File: config.mk
export PLATFORM = sky130hd
export DESIGN_NAME = md5_message_digest
export DESIGN_NICKNAME = d
export VERILOG_FILES = /design/src/md5_pkg.sv /design/src/md5_block_ram.sv /design/src/md5_message_digest.sv
export SDC_FILE = /design/constraint.sdc
export NUM_CORES = 2
export LEC_CHECK = 0
export BUFFER_PORTS_ARGS = -buffer_cell sky130_fd_sc_hd__buf_2
export CORE_MARGIN = 1.5
export CORE_UTILIZATION = 45
export CTS_BUF_LIST = sky130_fd_sc_hd__clkbuf_16
export CTS_CLUSTER_DIAMETER = 200
export CTS_CLUSTER_SIZE = 16
export DETAILED_ROUTE_END_ITERATION = 8
export PLACE_DENSITY = 0.64
export SETUP_SLACK_MARGIN = 0.4
export SYNTH_ARGS = -nofsm -noshare
export SYNTH_HDL_FRONTEND = slang
export SYNTH_HIERARCHICAL = 1
export SYNTH_SLANG_ARGS = --single-unit
File: constraint.sdc
create_clock -name aclk -period 15.1 [get_ports aclk]
set_input_delay 0.755 -clock aclk [delete_from_list [all_inputs] [get_ports aclk]]
set_output_delay 0.755 -clock aclk [all_outputs]
set_load 0.1 [all_outputs]
File: src/md5_pkg.sv
// ----------------------------------------------------------------------------
// MD5 package
// Shared types, constants and round tables for the MD5 digest block.
// ----------------------------------------------------------------------------
package md5_pkg;

    typedef struct packed {
        logic       end_of_message;
        logic       byte_valid;
        logic [7:0] data_byte;
    } md5_in_t;

    typedef struct packed {
        logic [63:0] digest_high;
        logic [63:0] digest_low;
    } md5_out_t;

    typedef enum logic [2:0] {
        ST_IDLE,
        ST_PAD,
        ST_ROUND,
        ST_FINAL,
        ST_OUT
    } md5_state_t;

    localparam logic [31:0] IV0 = 32'h67452301;
    localparam logic [31:0] IV1 = 32'hefcdab89;
    localparam logic [31:0] IV2 = 32'h98badcfe;
    localparam logic [31:0] IV3 = 32'h10325476;

    function automatic logic [31:0] round_const(input logic [5:0] r);
        logic [31:0] k;
        unique case (r)
            6'd0:  k = 32'hd76aa478; 6'd1:  k = 32'he8c7b756;
            6'd2:  k = 32'h242070db; 6'd3:  k = 32'hc1bdceee;
            6'd4:  k = 32'hf57c0faf; 6'd5:  k = 32'h4787c62a;
            6'd6:  k = 32'ha8304613; 6'd7:  k = 32'hfd469501;
            6'd8:  k = 32'h698098d8; 6'd9:  k = 32'h8b44f7af;
            6'd10: k = 32'hffff5bb1; 6'd11: k = 32'h895cd7be;
            6'd12: k = 32'h6b901122; 6'd13: k = 32'hfd987193;
            6'd14: k = 32'ha679438e; 6'd15: k = 32'h49b40821;
            6'd16: k = 32'hf61e2562; 6'd17: k = 32'hc040b340;
            6'd18: k = 32'h265e5a51; 6'd19: k = 32'he9b6c7aa;
            6'd20: k = 32'hd62f105d; 6'd21: k = 32'h02441453;
            6'd22: k = 32'hd8a1e681; 6'd23: k = 32'he7d3fbc8;
            6'd24: k = 32'h21e1cde6; 6'd25: k = 32'hc33707d6;
            6'd26: k = 32'hf4d50d87; 6'd27: k = 32'h455a14ed;
            6'd28: k = 32'ha9e3e905; 6'd29: k = 32'hfcefa3f8;
            6'd30: k = 32'h676f02d9; 6'd31: k = 32'h8d2a4c8a;
            6'd32: k = 32'hfffa3942; 6'd33: k = 32'h8771f681;
            6'd34: k = 32'h6d9d6122; 6'd35: k = 32'hfde5380c;
            6'd36: k = 32'ha4beea44; 6'd37: k = 32'h4bdecfa9;
            6'd38: k = 32'hf6bb4b60; 6'd39: k = 32'hbebfbc70;
            6'd40: k = 32'h289b7ec6; 6'd41: k = 32'heaa127fa;
            6'd42: k = 32'hd4ef3085; 6'd43: k = 32'h04881d05;
            6'd44: k = 32'hd9d4d039; 6'd45: k = 32'he6db99e5;
            6'd46: k = 32'h1fa27cf8; 6'd47: k = 32'hc4ac5665;
            6'd48: k = 32'hf4292244; 6'd49: k = 32'h432aff97;
            6'd50: k = 32'hab9423a7; 6'd51: k = 32'hfc93a039;
            6'd52: k = 32'h655b59c3; 6'd53: k = 32'h8f0ccc92;
            6'd54: k = 32'hffeff47d; 6'd55: k = 32'h85845dd1;
            6'd56: k = 32'h6fa87e4f; 6'd57: k = 32'hfe2ce6e0;
            6'd58: k = 32'ha3014314; 6'd59: k = 32'h4e0811a1;
            6'd60: k = 32'hf7537e82; 6'd61: k = 32'hbd3af235;
            6'd62: k = 32'h2ad7d2bb; default: k = 32'heb86d391;
        endcase
        return k;
    endfunction

    function automatic logic [4:0] rot_amount(input logic [5:0] r);
        logic [4:0] s;
        unique case ({r[5:4], r[1:0]})
            4'd0:  s = 5'd7;  4'd1:  s = 5'd12; 4'd2:  s = 5'd17; 4'd3:  s = 5'd22;
            4'd4:  s = 5'd5;  4'd5:  s = 5'd9;  4'd6:  s = 5'd14; 4'd7:  s = 5'd20;
            4'd8:  s = 5'd4;  4'd9:  s = 5'd11; 4'd10: s = 5'd16; 4'd11: s = 5'd23;
            4'd12: s = 5'd6;  4'd13: s = 5'd10; 4'd14: s = 5'd15; default: s = 5'd21;
        endcase
        return s;
    endfunction

    // Message word index used by round r.
    function automatic logic [3:0] word_index(input logic [5:0] r);
        logic [3:0] w;
        unique case (r[5:4])
            2'd0:    w = r[3:0];
            2'd1:    w = 4'(({r[3:0], 2'b00} + r[3:0]) + 4'd1);
            2'd2:    w = 4'(({r[3:0], 1'b0} + r[3:0]) + 4'd5);
            default: w = 4'(({r[3:0], 3'b000}) - r[3:0]);
        endcase
        return w;
    endfunction

endpackage

File: src/md5_block_ram.sv
// ----------------------------------------------------------------------------
// MD5 message block memory
// Sixteen 32-bit words with byte write enables and a registered read port.
// ----------------------------------------------------------------------------
module md5_block_ram (
    input  logic        aclk,
    input  logic        wr_en,
    input  logic [3:0]  wr_addr,
    input  logic [3:0]  wr_be,
    input  logic [31:0] wr_data,
    input  logic [3:0]  rd_addr,
    output logic [31:0] rd_data
);

    logic [31:0] mem [16];

    always_ff @(posedge aclk) begin
        if (wr_en) begin
            for (int i = 0; i < 4; i++) begin
                if (wr_be[i]) begin
                    mem[wr_addr][i*8 +: 8] <= wr_data[i*8 +: 8];
                end
            end
        end
        rd_data <= mem[rd_addr];
    end

endmodule

File: src/md5_message_digest.sv
// ----------------------------------------------------------------------------
// MD5 message digest
// Byte-stream MD5 with padding, length append and one digest per message.
// ----------------------------------------------------------------------------
// Each request carries at most one byte, and the byte goes straight into a
// 16-word block memory. While idle the block takes one request per cycle.
// The request that completes a 64-byte block is followed by a compression
// with s_ready low: a first memory read, 64 rounds at one per cycle (one
// memory read per round) and the chaining update. An end-of-message request
// starts the padding. Padding bytes are written one per cycle from the
// current position to the end of the block, and each padded block is
// followed by a compression. When fewer than 8 bytes are left for the
// length, a second padded block of 64 bytes and a second compression follow.
// The digest is then held on m_data until it is taken, and s_ready returns
// in the cycle after that.
module md5_message_digest (
    input  logic              aclk,
    input  logic              aresetn,
    input  logic              s_valid,
    output logic              s_ready,
    input  md5_pkg::md5_in_t  s_data,
    output logic              m_valid,
    input  logic              m_ready,
    output md5_pkg::md5_out_t m_data
);

    md5_pkg::md5_state_t state_reg, state_next;
    logic [31:0] cv_reg [4];
    logic [31:0] a_reg, b_reg, c_reg, d_reg;
    logic [63:0] bit_count_reg, total_reg;
    logic [5:0]  pos_reg, pos_next;
    logic [5:0]  round_reg;
    logic        fetch_reg;          // first memory read of a block is in flight
    logic        closing_reg;        // padded tail of a message is in progress
    logic        first_reg;          // next padding byte is the 0x80 marker
    logic        len_blk_reg;        // this padded block carries the bit length
    logic        pending_end_reg;    // end arrived with the byte that filled a block
    md5_pkg::md5_out_t out_reg;

    logic        wr_en;
    logic [3:0]  wr_addr, wr_be;
    logic [31:0] wr_data, rd_data;
    logic [3:0]  rd_addr;
    logic [7:0]  pad_byte;
    logic [31:0] f_val, t_sum, t_rot;
    logic        acc;

    md5_block_ram u_ram (
        .aclk    (aclk),
        .wr_en   (wr_en),
        .wr_addr (wr_addr),
        .wr_be   (wr_be),
        .wr_data (wr_data),
        .rd_addr (rd_addr),
        .rd_data (rd_data)
    );

    assign acc = s_valid && s_ready;
    assign m_valid = (state_reg == md5_pkg::ST_OUT);
    assign m_data = out_reg;

    // Address of the word read now: that of the next round (round 0 during the first read), for the registered read.
    always_comb begin
        if (state_reg == md5_pkg::ST_ROUND && !fetch_reg) begin
            rd_addr = md5_pkg::word_index(6'(round_reg + 6'd1));
        end else begin
            rd_addr = md5_pkg::word_index(6'd0);
        end
    end

    // Padding byte at pos_reg: 0x80 first, zeros, then the bit length.
    always_comb begin
        if (first_reg) begin
            pad_byte = 8'h80;
        end else if (len_blk_reg && pos_reg >= 6'd56) begin
            pad_byte = total_reg[{pos_reg[2:0], 3'b000} +: 8];
        end else begin
            pad_byte = 8'h00;
        end
    end

    always_comb begin
        unique case (round_reg[5:4])
            2'd0:    f_val = (b_reg & c_reg) | (~b_reg & d_reg);
            2'd1:    f_val = (b_reg & d_reg) | (c_reg & ~d_reg);
            2'd2:    f_val = b_reg ^ c_reg ^ d_reg;
            default: f_val = c_reg ^ (b_reg | ~d_reg);
        endcase
        t_sum = a_reg + f_val + rd_data + md5_pkg::round_const(round_reg);
        t_rot = (t_sum << md5_pkg::rot_amount(round_reg))
              | (t_sum >> (6'd32 - {1'b0, md5_pkg::rot_amount(round_reg)}));
    end

    always_comb begin
        state_next = state_reg;
        s_ready    = 1'b0;
        wr_en      = 1'b0;
        wr_addr    = pos_reg[5:2];
        wr_be      = 4'b0001 << pos_reg[1:0];
        wr_data    = {4{s_data.data_byte}};
        pos_next   = pos_reg;
        unique case (state_reg)
            md5_pkg::ST_IDLE: begin
                s_ready = 1'b1;
                if (s_valid && s_data.byte_valid) begin
                    wr_en    = 1'b1;
                    pos_next = 6'(pos_reg + 6'd1);
                end
                if (s_valid) begin
                    priority if (s_data.byte_valid && pos_reg == 6'd63) begin
                        state_next = md5_pkg::ST_ROUND;
                    end else if (s_data.end_of_message) begin
                        state_next = md5_pkg::ST_PAD;
                    end
                end
            end
            md5_pkg::ST_PAD: begin
                wr_en    = 1'b1;
                wr_data  = {4{pad_byte}};
                pos_next = 6'(pos_reg + 6'd1);
                if (pos_reg == 6'd63) begin
                    state_next = md5_pkg::ST_ROUND;
                end
            end
            md5_pkg::ST_ROUND: begin
                if (!fetch_reg && round_reg == 6'd63) begin
                    state_next = md5_pkg::ST_FINAL;
                end
            end
            md5_pkg::ST_FINAL: begin
                priority if (closing_reg && len_blk_reg) begin
                    state_next = md5_pkg::ST_OUT;
                end else if (closing_reg || pending_end_reg) begin
                    state_next = md5_pkg::ST_PAD;
                end else begin
                    state_next = md5_pkg::ST_IDLE;
                end
            end
            md5_pkg::ST_OUT: begin
                if (m_ready) begin
                    state_next = md5_pkg::ST_IDLE;
                end
            end
            default: state_next = md5_pkg::ST_IDLE;
        endcase
    end

    always_ff @(posedge aclk) begin
        if (!aresetn) begin
            state_reg       <= md5_pkg::ST_IDLE;
            cv_reg[0]       <= md5_pkg::IV0;
            cv_reg[1]       <= md5_pkg::IV1;
            cv_reg[2]       <= md5_pkg::IV2;
            cv_reg[3]       <= md5_pkg::IV3;
            bit_count_reg   <= '0;
            pos_reg         <= '0;
            round_reg       <= '0;
            fetch_reg       <= 1'b0;
            closing_reg     <= 1'b0;
            first_reg       <= 1'b0;
            len_blk_reg     <= 1'b0;
            pending_end_reg <= 1'b0;
        end else begin
            state_reg <= state_next;
            pos_reg   <= pos_next;
            unique case (state_reg)
                md5_pkg::ST_IDLE: begin
                    if (acc && s_data.byte_valid) begin
                        bit_count_reg <= bit_count_reg + 64'd8;
                    end
                    if (acc && s_data.byte_valid && pos_reg == 6'd63) begin
                        fetch_reg       <= 1'b1;
                        round_reg       <= '0;
                        pending_end_reg <= s_data.end_of_message;
                    end
                    if (acc && s_data.end_of_message && !(s_data.byte_valid
                            && pos_reg == 6'd63)) begin
                        total_reg   <= bit_count_reg
                                     + (s_data.byte_valid ? 64'd8 : 64'd0);
                        closing_reg <= 1'b1;
                        first_reg   <= 1'b1;
                        // The length fits behind the marker only below byte 56.
                        len_blk_reg <= (pos_next < 6'd56);
                    end
                end
                md5_pkg::ST_PAD: begin
                    first_reg <= 1'b0;
                    if (pos_reg == 6'd63) begin
                        fetch_reg <= 1'b1;
                        round_reg <= '0;
                    end
                end
                md5_pkg::ST_ROUND: begin
                    if (fetch_reg) begin
                        fetch_reg <= 1'b0;
                        a_reg <= cv_reg[0];
                        b_reg <= cv_reg[1];
                        c_reg <= cv_reg[2];
                        d_reg <= cv_reg[3];
                    end else begin
                        a_reg     <= d_reg;
                        d_reg     <= c_reg;
                        c_reg     <= b_reg;
                        b_reg     <= t_rot + b_reg;
                        round_reg <= 6'(round_reg + 6'd1);
                    end
                end
                md5_pkg::ST_FINAL: begin
                    if (closing_reg && len_blk_reg) begin
                        out_reg.digest_low  <= {cv_reg[1] + b_reg, cv_reg[0] + a_reg};
                        out_reg.digest_high <= {cv_reg[3] + d_reg, cv_reg[2] + c_reg};
                        cv_reg[0]     <= md5_pkg::IV0;
                        cv_reg[1]     <= md5_pkg::IV1;
                        cv_reg[2]     <= md5_pkg::IV2;
                        cv_reg[3]     <= md5_pkg::IV3;
                        bit_count_reg <= '0;
                        closing_reg   <= 1'b0;
                        len_blk_reg   <= 1'b0;
                    end else begin
                        cv_reg[0] <= cv_reg[0] + a_reg;
                        cv_reg[1] <= cv_reg[1] + b_reg;
                        cv_reg[2] <= cv_reg[2] + c_reg;
                        cv_reg[3] <= cv_reg[3] + d_reg;
                        if (closing_reg) begin
                            len_blk_reg <= 1'b1;
                        end else if (pending_end_reg) begin
                            total_reg       <= bit_count_reg;
                            closing_reg     <= 1'b1;
                            first_reg       <= 1'b1;
                            len_blk_reg     <= 1'b1;
                            pending_end_reg <= 1'b0;
                        end
                    end
                end
                default: begin
                end
            endcase
        end
    end

    // The digest holds steady while the receiver stalls.
    assert property (@(posedge aclk) disable iff (!aresetn)
        m_valid && !m_ready |=> m_valid && $stable(m_data));

    assert property (@(posedge aclk) disable iff (!aresetn)
        !(s_ready && m_valid));

    assert property (@(posedge aclk) disable iff (!aresetn)
        state_reg != md5_pkg::ST_ROUND |-> round_reg == 6'd0);

    assert property (@(posedge aclk) disable iff (!aresetn)
        fetch_reg |-> state_reg == md5_pkg::ST_ROUND);

endmodule

## Word level (Yosys, flattened, before mapping)

Memories as Yosys holds them, arrays and structs flattened. A register that Yosys moved wholly into a read port is not among the register bits.
Cells that the tools add are included.

| storage, ports and cells | value |
|---|---|
| input bits | 14 |
| bits in registers | 404 |
| memory bits (writable) | 640 |
| bits in read-only memories | 2208 |
| output and inout port bits | 130 |
| word-level logic and storage cells | 213 |
| memories | 5 |

Memories:

| name | depth | bits a word | rd ports | clocked after memory_dff | write ports | RTL line | text |
|---|---|---|---|---|---|---|---|
| (name not given) | 64 | 32 | 1 | 1 | 0 | md5_pkg.sv:33 | `unique case (r)` |
| u_ram.mem | 16 | 32 | 1 | 1 | 1 | md5_block_ram.sv:15 | `logic [31:0] mem [16];` |
| cv_reg | 4 | 32 | 4 | 0 | 4 | md5_message_digest.sv:28 | `logic [31:0] cv_reg [4];` |
| (name not given) | 16 | 5 | 1 | 1 | 0 | md5_pkg.sv:72 | `unique case ({r[5:4], r[1:0]})` |
| (name not given) | 16 | 5 | 1 | 1 | 0 | md5_pkg.sv:72 |  |

| operators by class | value |
|---|---|
| bitwise operators | 21 |
| equal/unequal tests | 24 |
| $lt $le $gt $ge | 2 |
| $add $sub $neg | 18 |
| reduce and logical (&&, ||, !) cells | 31 |
| muxes and demuxes | 92 |
| shift-type cells | 4 |

Operators by type and width:

| kind | count |
|---|---|
| two-way mux 32 bit | 13 |
| two-way mux 64 bit | 6 |
| adder 32 bit | 8 |
| case mux 64 bit (2 select lines) | 2 |
| bitwise AND 32 bit | 4 |
| OR 32 bit | 4 |
| case mux 32 bit (3 select lines) | 1 |
| bitwise XOR 32 bit | 3 |
| adder 64 x 4 -> 64 bit | 1 |
| adder 64 x 4 -> 64 bit (second input constant) | 1 |
| NOT 32 bit | 2 |
| indexed part select 64 x 7 -> 8 bit | 1 |
| two-way mux 1 bit | 39 |
| two-way mux 6 bit | 6 |
| left shift 32 x 5 -> 32 bit | 1 |
| right shift 32 x 6 -> 32 bit | 1 |
| two-way mux 4 bit | 6 |
| two-way mux 3 bit | 7 |
| inequality test 2 bit (second input constant) | 10 |
| case mux 6 bit (3 select lines) | 1 |
| two-way mux 8 bit | 2 |
| case mux 3 bit (5 select lines) | 1 |
| adder 6 x 1 -> 6 bit (second input constant) | 2 |
| equality test 6 bit (second input constant) | 2 |
| other kinds (33) | 68 |

## Depth between registers and ports, before layout

| depth | value |
|---|---|
| depth in word-level cells | 11 |
| gate-level depth with buffers | 38 |

## Modules after synthesis

Netlist, hierarchy kept.

Modules (own cells, without submodules):

| module | instances | area an instance (sq um) | sequential area each (sq um) | cells each |
|---|---|---|---|---|
| md5_message_digest | 1 | 41830.1 | 15404.8 | 4573 |
| md5_block_ram | 1 | 20099.3 | 16015.4 | 909 |

## Worst setup path before layout

OpenSTA, ideal clock, no wires.

| timing path | value |
|---|---|
| path type | register to register |
| start point | reg state_reg[0] |
| end point | reg total_reg[10], enable pin |
| arrival | 11.286 ns |
| setup slack | 3.006 ns |
| stages on the path, launching flop included | 6 |
| setup time | 0.807 ns |
| clock period less this slack | 12.094 ns |
| cell sequence | dfxtp_1 > clkbuf_1 > or3_1 > inv_1 > nor2_1 > a2111oi_0 |

| between the ends | value |
|---|---|
| word-level cells in the longest chain between the ends | 7 |
| elaborated cells between the ends (all ways) | 12 |
| those cells by class | eq/ne: 5; mux: 1; reduce/logical: 6 |

RTL lines:

| what | RTL line | text |
|---|---|---|
| start: declaration | md5_message_digest.sv:27 | `md5_pkg::md5_state_t state_reg, state_next;` |
| start signal: assignment | md5_message_digest.sv:150 | `state_reg <= md5_pkg::ST_IDLE;` |
| start signal: assignment | md5_message_digest.sv:164 | `state_reg <= state_next;` |
| logical NOT 3 bit | md5_message_digest.sv:102 | `unique case (state_reg)` |
| two-way mux 1 bit | md5_message_digest.sv:102 |  |
| via s_ready | md5_message_digest.sv:20 | `output logic s_ready,` |
| logical AND 1 bit | md5_message_digest.sv:58 | `assign acc = s_valid && s_ready;` |
| logical AND 1 bit (2 in a row) | md5_message_digest.sv:176 | `if (acc && s_data.end_of_message && !(s_data.byte_valid` |
| inequality test 2 bit (no source line) | n/a |  |
| AND reduction 6 bit (no source line) | n/a |  |
| end signal: assignment | md5_message_digest.sv:178 | `total_reg <= bit_count_reg` |
| end signal: assignment | md5_message_digest.sv:227 | `total_reg <= bit_count_reg;` |
| end: declaration | md5_message_digest.sv:30 | `logic [63:0] bit_count_reg, total_reg;` |

The timed path passes the listed nets, and every way through them passes these cells.
A chain may end at the register's enable or synchronous reset.

## Worst setup path after layout

| timing path | value |
|---|---|
| start point | reg round_reg[4] |
| end point | reg b_reg[31] (data pin) |

| between the ends | value |
|---|---|
| word-level cells in the longest chain between the ends | 9 |
| elaborated cells between the ends (all ways) | 12 |
| those cells by class | add/sub: 4; eq/ne: 2; shift: 2; mux: 2; bitwise: 1; reduce/logical: 1 |

RTL lines:

| what | RTL line | text |
|---|---|---|
| start: declaration | md5_message_digest.sv:32 | `logic [5:0] round_reg;` |
| start signal: assignment | md5_message_digest.sv:205 | `round_reg <= 6'(round_reg + 6'd1);` |
| equality test 2 bit (tied with other cells) | md5_message_digest.sv:83 | `unique case (round_reg[5:4])` |
| case mux 32 bit (3 select lines) (*) | md5_message_digest.sv:83 |  |
| adder 32 bit (*) (3 in a row) | md5_message_digest.sv:89 | `t_sum = a_reg + f_val + rd_data + md5_pkg::round_const(round_reg);` |
| right shift 32 x 6 -> 32 bit or left shift 32 x 5 -> 32 bit (tied branches) | md5_message_digest.sv:91, md5_message_digest.sv:90 |  |
| OR 32 bit (*) | md5_message_digest.sv:91 | `\| (t_sum >> (6'd32 - {1'b0, md5_pkg::rot_amount(round_reg)}));` |
| adder 32 bit (*) | md5_message_digest.sv:204 | `b_reg <= t_rot + b_reg;` |
| two-way mux 32 bit (*) | md5_message_digest.sv:194 | `if (fetch_reg) begin` |
| end signal: assignment | md5_message_digest.sv:197 | `b_reg <= cv_reg[1];` |
| end signal: assignment | md5_message_digest.sv:204 |  |
| end: declaration | md5_message_digest.sv:29 | `logic [31:0] a_reg, b_reg, c_reg, d_reg;` |

Mark *: on every way between the ends. The rest lies on a longest branch, timed or not.

==> impl_metrics.yaml <==
status:
  status: "finished clean"
worst_setup_path:
  reg2reg_from: "round_reg[4]"
  critPathLaunchType: "flip-flop"
  critPathCaptureType: "flip-flop"
  endpoint: "b_reg[31]"
  path_common_cell: "o21ai_0"
  arrival_ns: 10.76
  critPathMaxFanout: 122
  cp.required_ns: 15.52
  path_class: "reg2reg"
  cp_slowest_stage_delay_ns: 0.93
  crit_path_start: "round_reg[4]"
  r2r_end: "b_reg[31]"
  ff2ff_path_depth: 32
  cp_slowest_cell: "buf_4"
  rrSetupSlack_ns: 4.76
routing:
  wl_per_cell_um: 25.5
  drtAntennaViolNets: 0
  first_pass_iters: 7
  drc: 0
  avgViaCountPerCell: 6.16
  drt_iter0_drc: 5180
  drt_wl_total_um: 187000
  vias: 45100
sta:
  fin_crit_ns: 10.34
  finalCritPeriodShare: 0.685
  hold_violations: 0
  setup_violations: 0
  tightest_slew_ns: 1.14
  rsz0062_at_grt: "false"
  setup_tns_ns: 0
  report.final.slew_viol_count: 0
  max-slew-margin-rel: 0.243
  skew_ns: 0.0313
  fmax_mhz: 96.7
synth:
  synth_edf_count: 925
  async_reset_ff_frac: 0
  synth_top_area_frac: 0.449
  synth_top_family_by_area: "compound AO/OA/AOI/OAI gates"
  netlist_area_mm2: 0.0619
  synthAdderAreaFrac: 0.0656
  synth-xor-area-share: 0.0465
  synth_compound_area_frac: 0.138
  yosysWarningCount: 6
  synthSimpleGateAreaFrac: 0.116
  synth_nets: 5780
  synth_area_leaders: "edfxtp_1 (45%), mux4_2 (6.0%), dfxtp_1 (5.9%)"
  yosysTopAreaCell: "edfxtp_1"
  ys_types: 91
  yosys-mux-area-fraction: 0.0906
  syn_inst: 5482
  ys.flop_type: "edfxtp_1"
  seq_area_frac_synth: 0.507
  synth-seq-cells: 1107
  postSynthAreaPerCell_um2: 11.3
cells_and_area:
  syn2layout_area_growth_pct: 7.86
  final_cell_mix: "edfxtp_1 (925), nand2_1 (437), nor2_1 (422), a21oi_1 (360), inv_1 (326)"
  final_util: 0.491
  largest_register_ff_count: 512
  drive_above_1_share: 0.119
  nets: 5781
  layout_commonest_cell: "edfxtp_1"
  nFillCells: 12100
cts:
  clock_latency_ns: 0.72
  cts_resized: 0
  cts_tree: "yes"
  htree_levels: 3
  cts_buffers: 79
  cts_hold_buf: 0
  postCtsSetupBuffers: 0
  cts_root_buffer: "clkbuf_16"
  clock_path_buffers: 3
  cts_num_sinks: 1107
  clk_pin_slew_worst_paths_ns: 0.08
placed_design:
  portBuffers: 143
  hpwlAfterDp_um: 133000
  place_congestion: 0.996
grt:
  grt_max_degree: 129
  first_global_vias: 43300
  gr-total-overflow: 0
  antenna_found_initial: 11
  grt_pass1_wl_um: 277000
  grtUsageTotal: 0.262
hold_path:
  worstHoldPathType: "in2reg"
  hold_depth: 4
floorplanning:
  core_mm2: 0.136
  die-area_mm2: 0.140
  fp.dieH_um: 374
  row_count: 135
  start_util: 0.455
  io_pins: 144
  die_x_um: 374
power:
  p_per_area_mw_per_mm2: 124
  power.leakage_uw: 0.0234
  ir_worst_vdd_v: 0.0000933
flow_run:
  max_cap_violations: 0
worst min path at each step:
stage                       start       endpoint  slack, ns
floorplan            cv_reg[2][0]   cv_reg[2][0]       0.45
global placement     cv_reg[2][9]   cv_reg[2][9]       0.47
detailed placement  cv_reg[2][18]  cv_reg[2][18]       0.48
CTS                       m_ready   state_reg[2]       0.33
global route              m_ready   state_reg[2]       0.38
finish                    m_ready   state_reg[2]       0.38
metal layers:
metal	vias to the layer above	part of all wire	global-route usage
met3	300	0.073	0.0344
li1	20500	-	-
met5	-	0	0
met2	1949	0.46	0.418
met1	22400	0.43	0.368
met4	0	0.036	0.0888
layout make-up:
cell class | instances | area (um^2) | share of cell area
clock buffer | 80 | 2000 | 0.0300
antenna | 2 | 5.00 | 0.0000749
timing repair buffer | 209 | 1250 | 0.0187
inverter | 281 | 1060 | 0.0158
tap | 1781 | 2230 | 0.0334
multi-input combinational | 3805 | 28500 | 0.427
sequential | 1107 | 31400 | 0.471
clock inverter | 59 | 334 | 0.00500
worst max-delay path: cells and delay by family, from the launching register on:
kind	cells	cell delay, ns
adder cells (fa/ha/maj)	4	1.78
buffers and inverters	2	0.97
multiplexers	1	0.40
AO/OA/AOI/OAI	20	5.09
flip-flops	1	0.81
XOR/XNOR	3	0.56
AND/OR/NAND/NOR	2	0.38
synthesized netlist by cell type, types with 15 or more instances:
cell type,count
a211oi_1,66
a21o_1,83
a21oi_1,362
a221oi_1,20
a22oi_1,74
a31oi_1,42
and2_1,63
and3_1,37
buf_1,39
buf_2,15
clkbuf_1,224
dfxtp_1,182
edfxtp_1,925
fa_1,68
ha_1,216
inv_1,275
mux2_2,117
mux2i_1,53
mux4_2,166
nand2_1,437
nand2b_1,67
nand3_1,127
nand4_1,61
nor2_1,426
nor2b_1,37
nor3_1,133
nor3b_1,35
nor4_1,17
o211ai_1,32
o21a_1,39
o21ai_0,288
o21bai_1,25
o221ai_1,20
o22ai_1,62
o311a_1,34
o31ai_1,20
or2_2,19
or3_1,38
xnor2_1,173
xor2_1,156
cell families (layout without fill, tap and decap cells):
family / count (synthesis) / in the layout
buffers and inverters: 570 / 629
flip-flops: 1107 / 1107
AO/OA/AOI/OAI: 1326 / 1326
other: 0 / 2
adder cells (fa/ha/maj): 284 / 284
multiplexers: 337 / 337
XOR/XNOR: 329 / 329
AND/OR/NAND/NOR: 1529 / 1529
per-stage QoR:
step | cells | area [um^2] | hold slack, ns | worst slack, ns | total power [uW]
floorplan | 5482 | 61900 | 0.445 | 3.01 | 5510
global placement | 7183 | 64500 | 0.466 | 5.08 | 6250
detailed placement | 7183 | 64500 | 0.476 | 4.91 | 6270
CTS | 7322 | 66800 | 0.330 | 4.85 | 8320
global route | 7322 | 66800 | 0.380 | 3.93 | 8710
finish | 7324 | 66800 | 0.381 | 4.76 | 8310
power by group:
part	internal, uW	switching (uW)	total (uW)
clock network	973	1090	2070
logic	1050	1680	2730
registers	3470	51.3	3520
(Power assumes the default switching activity.)
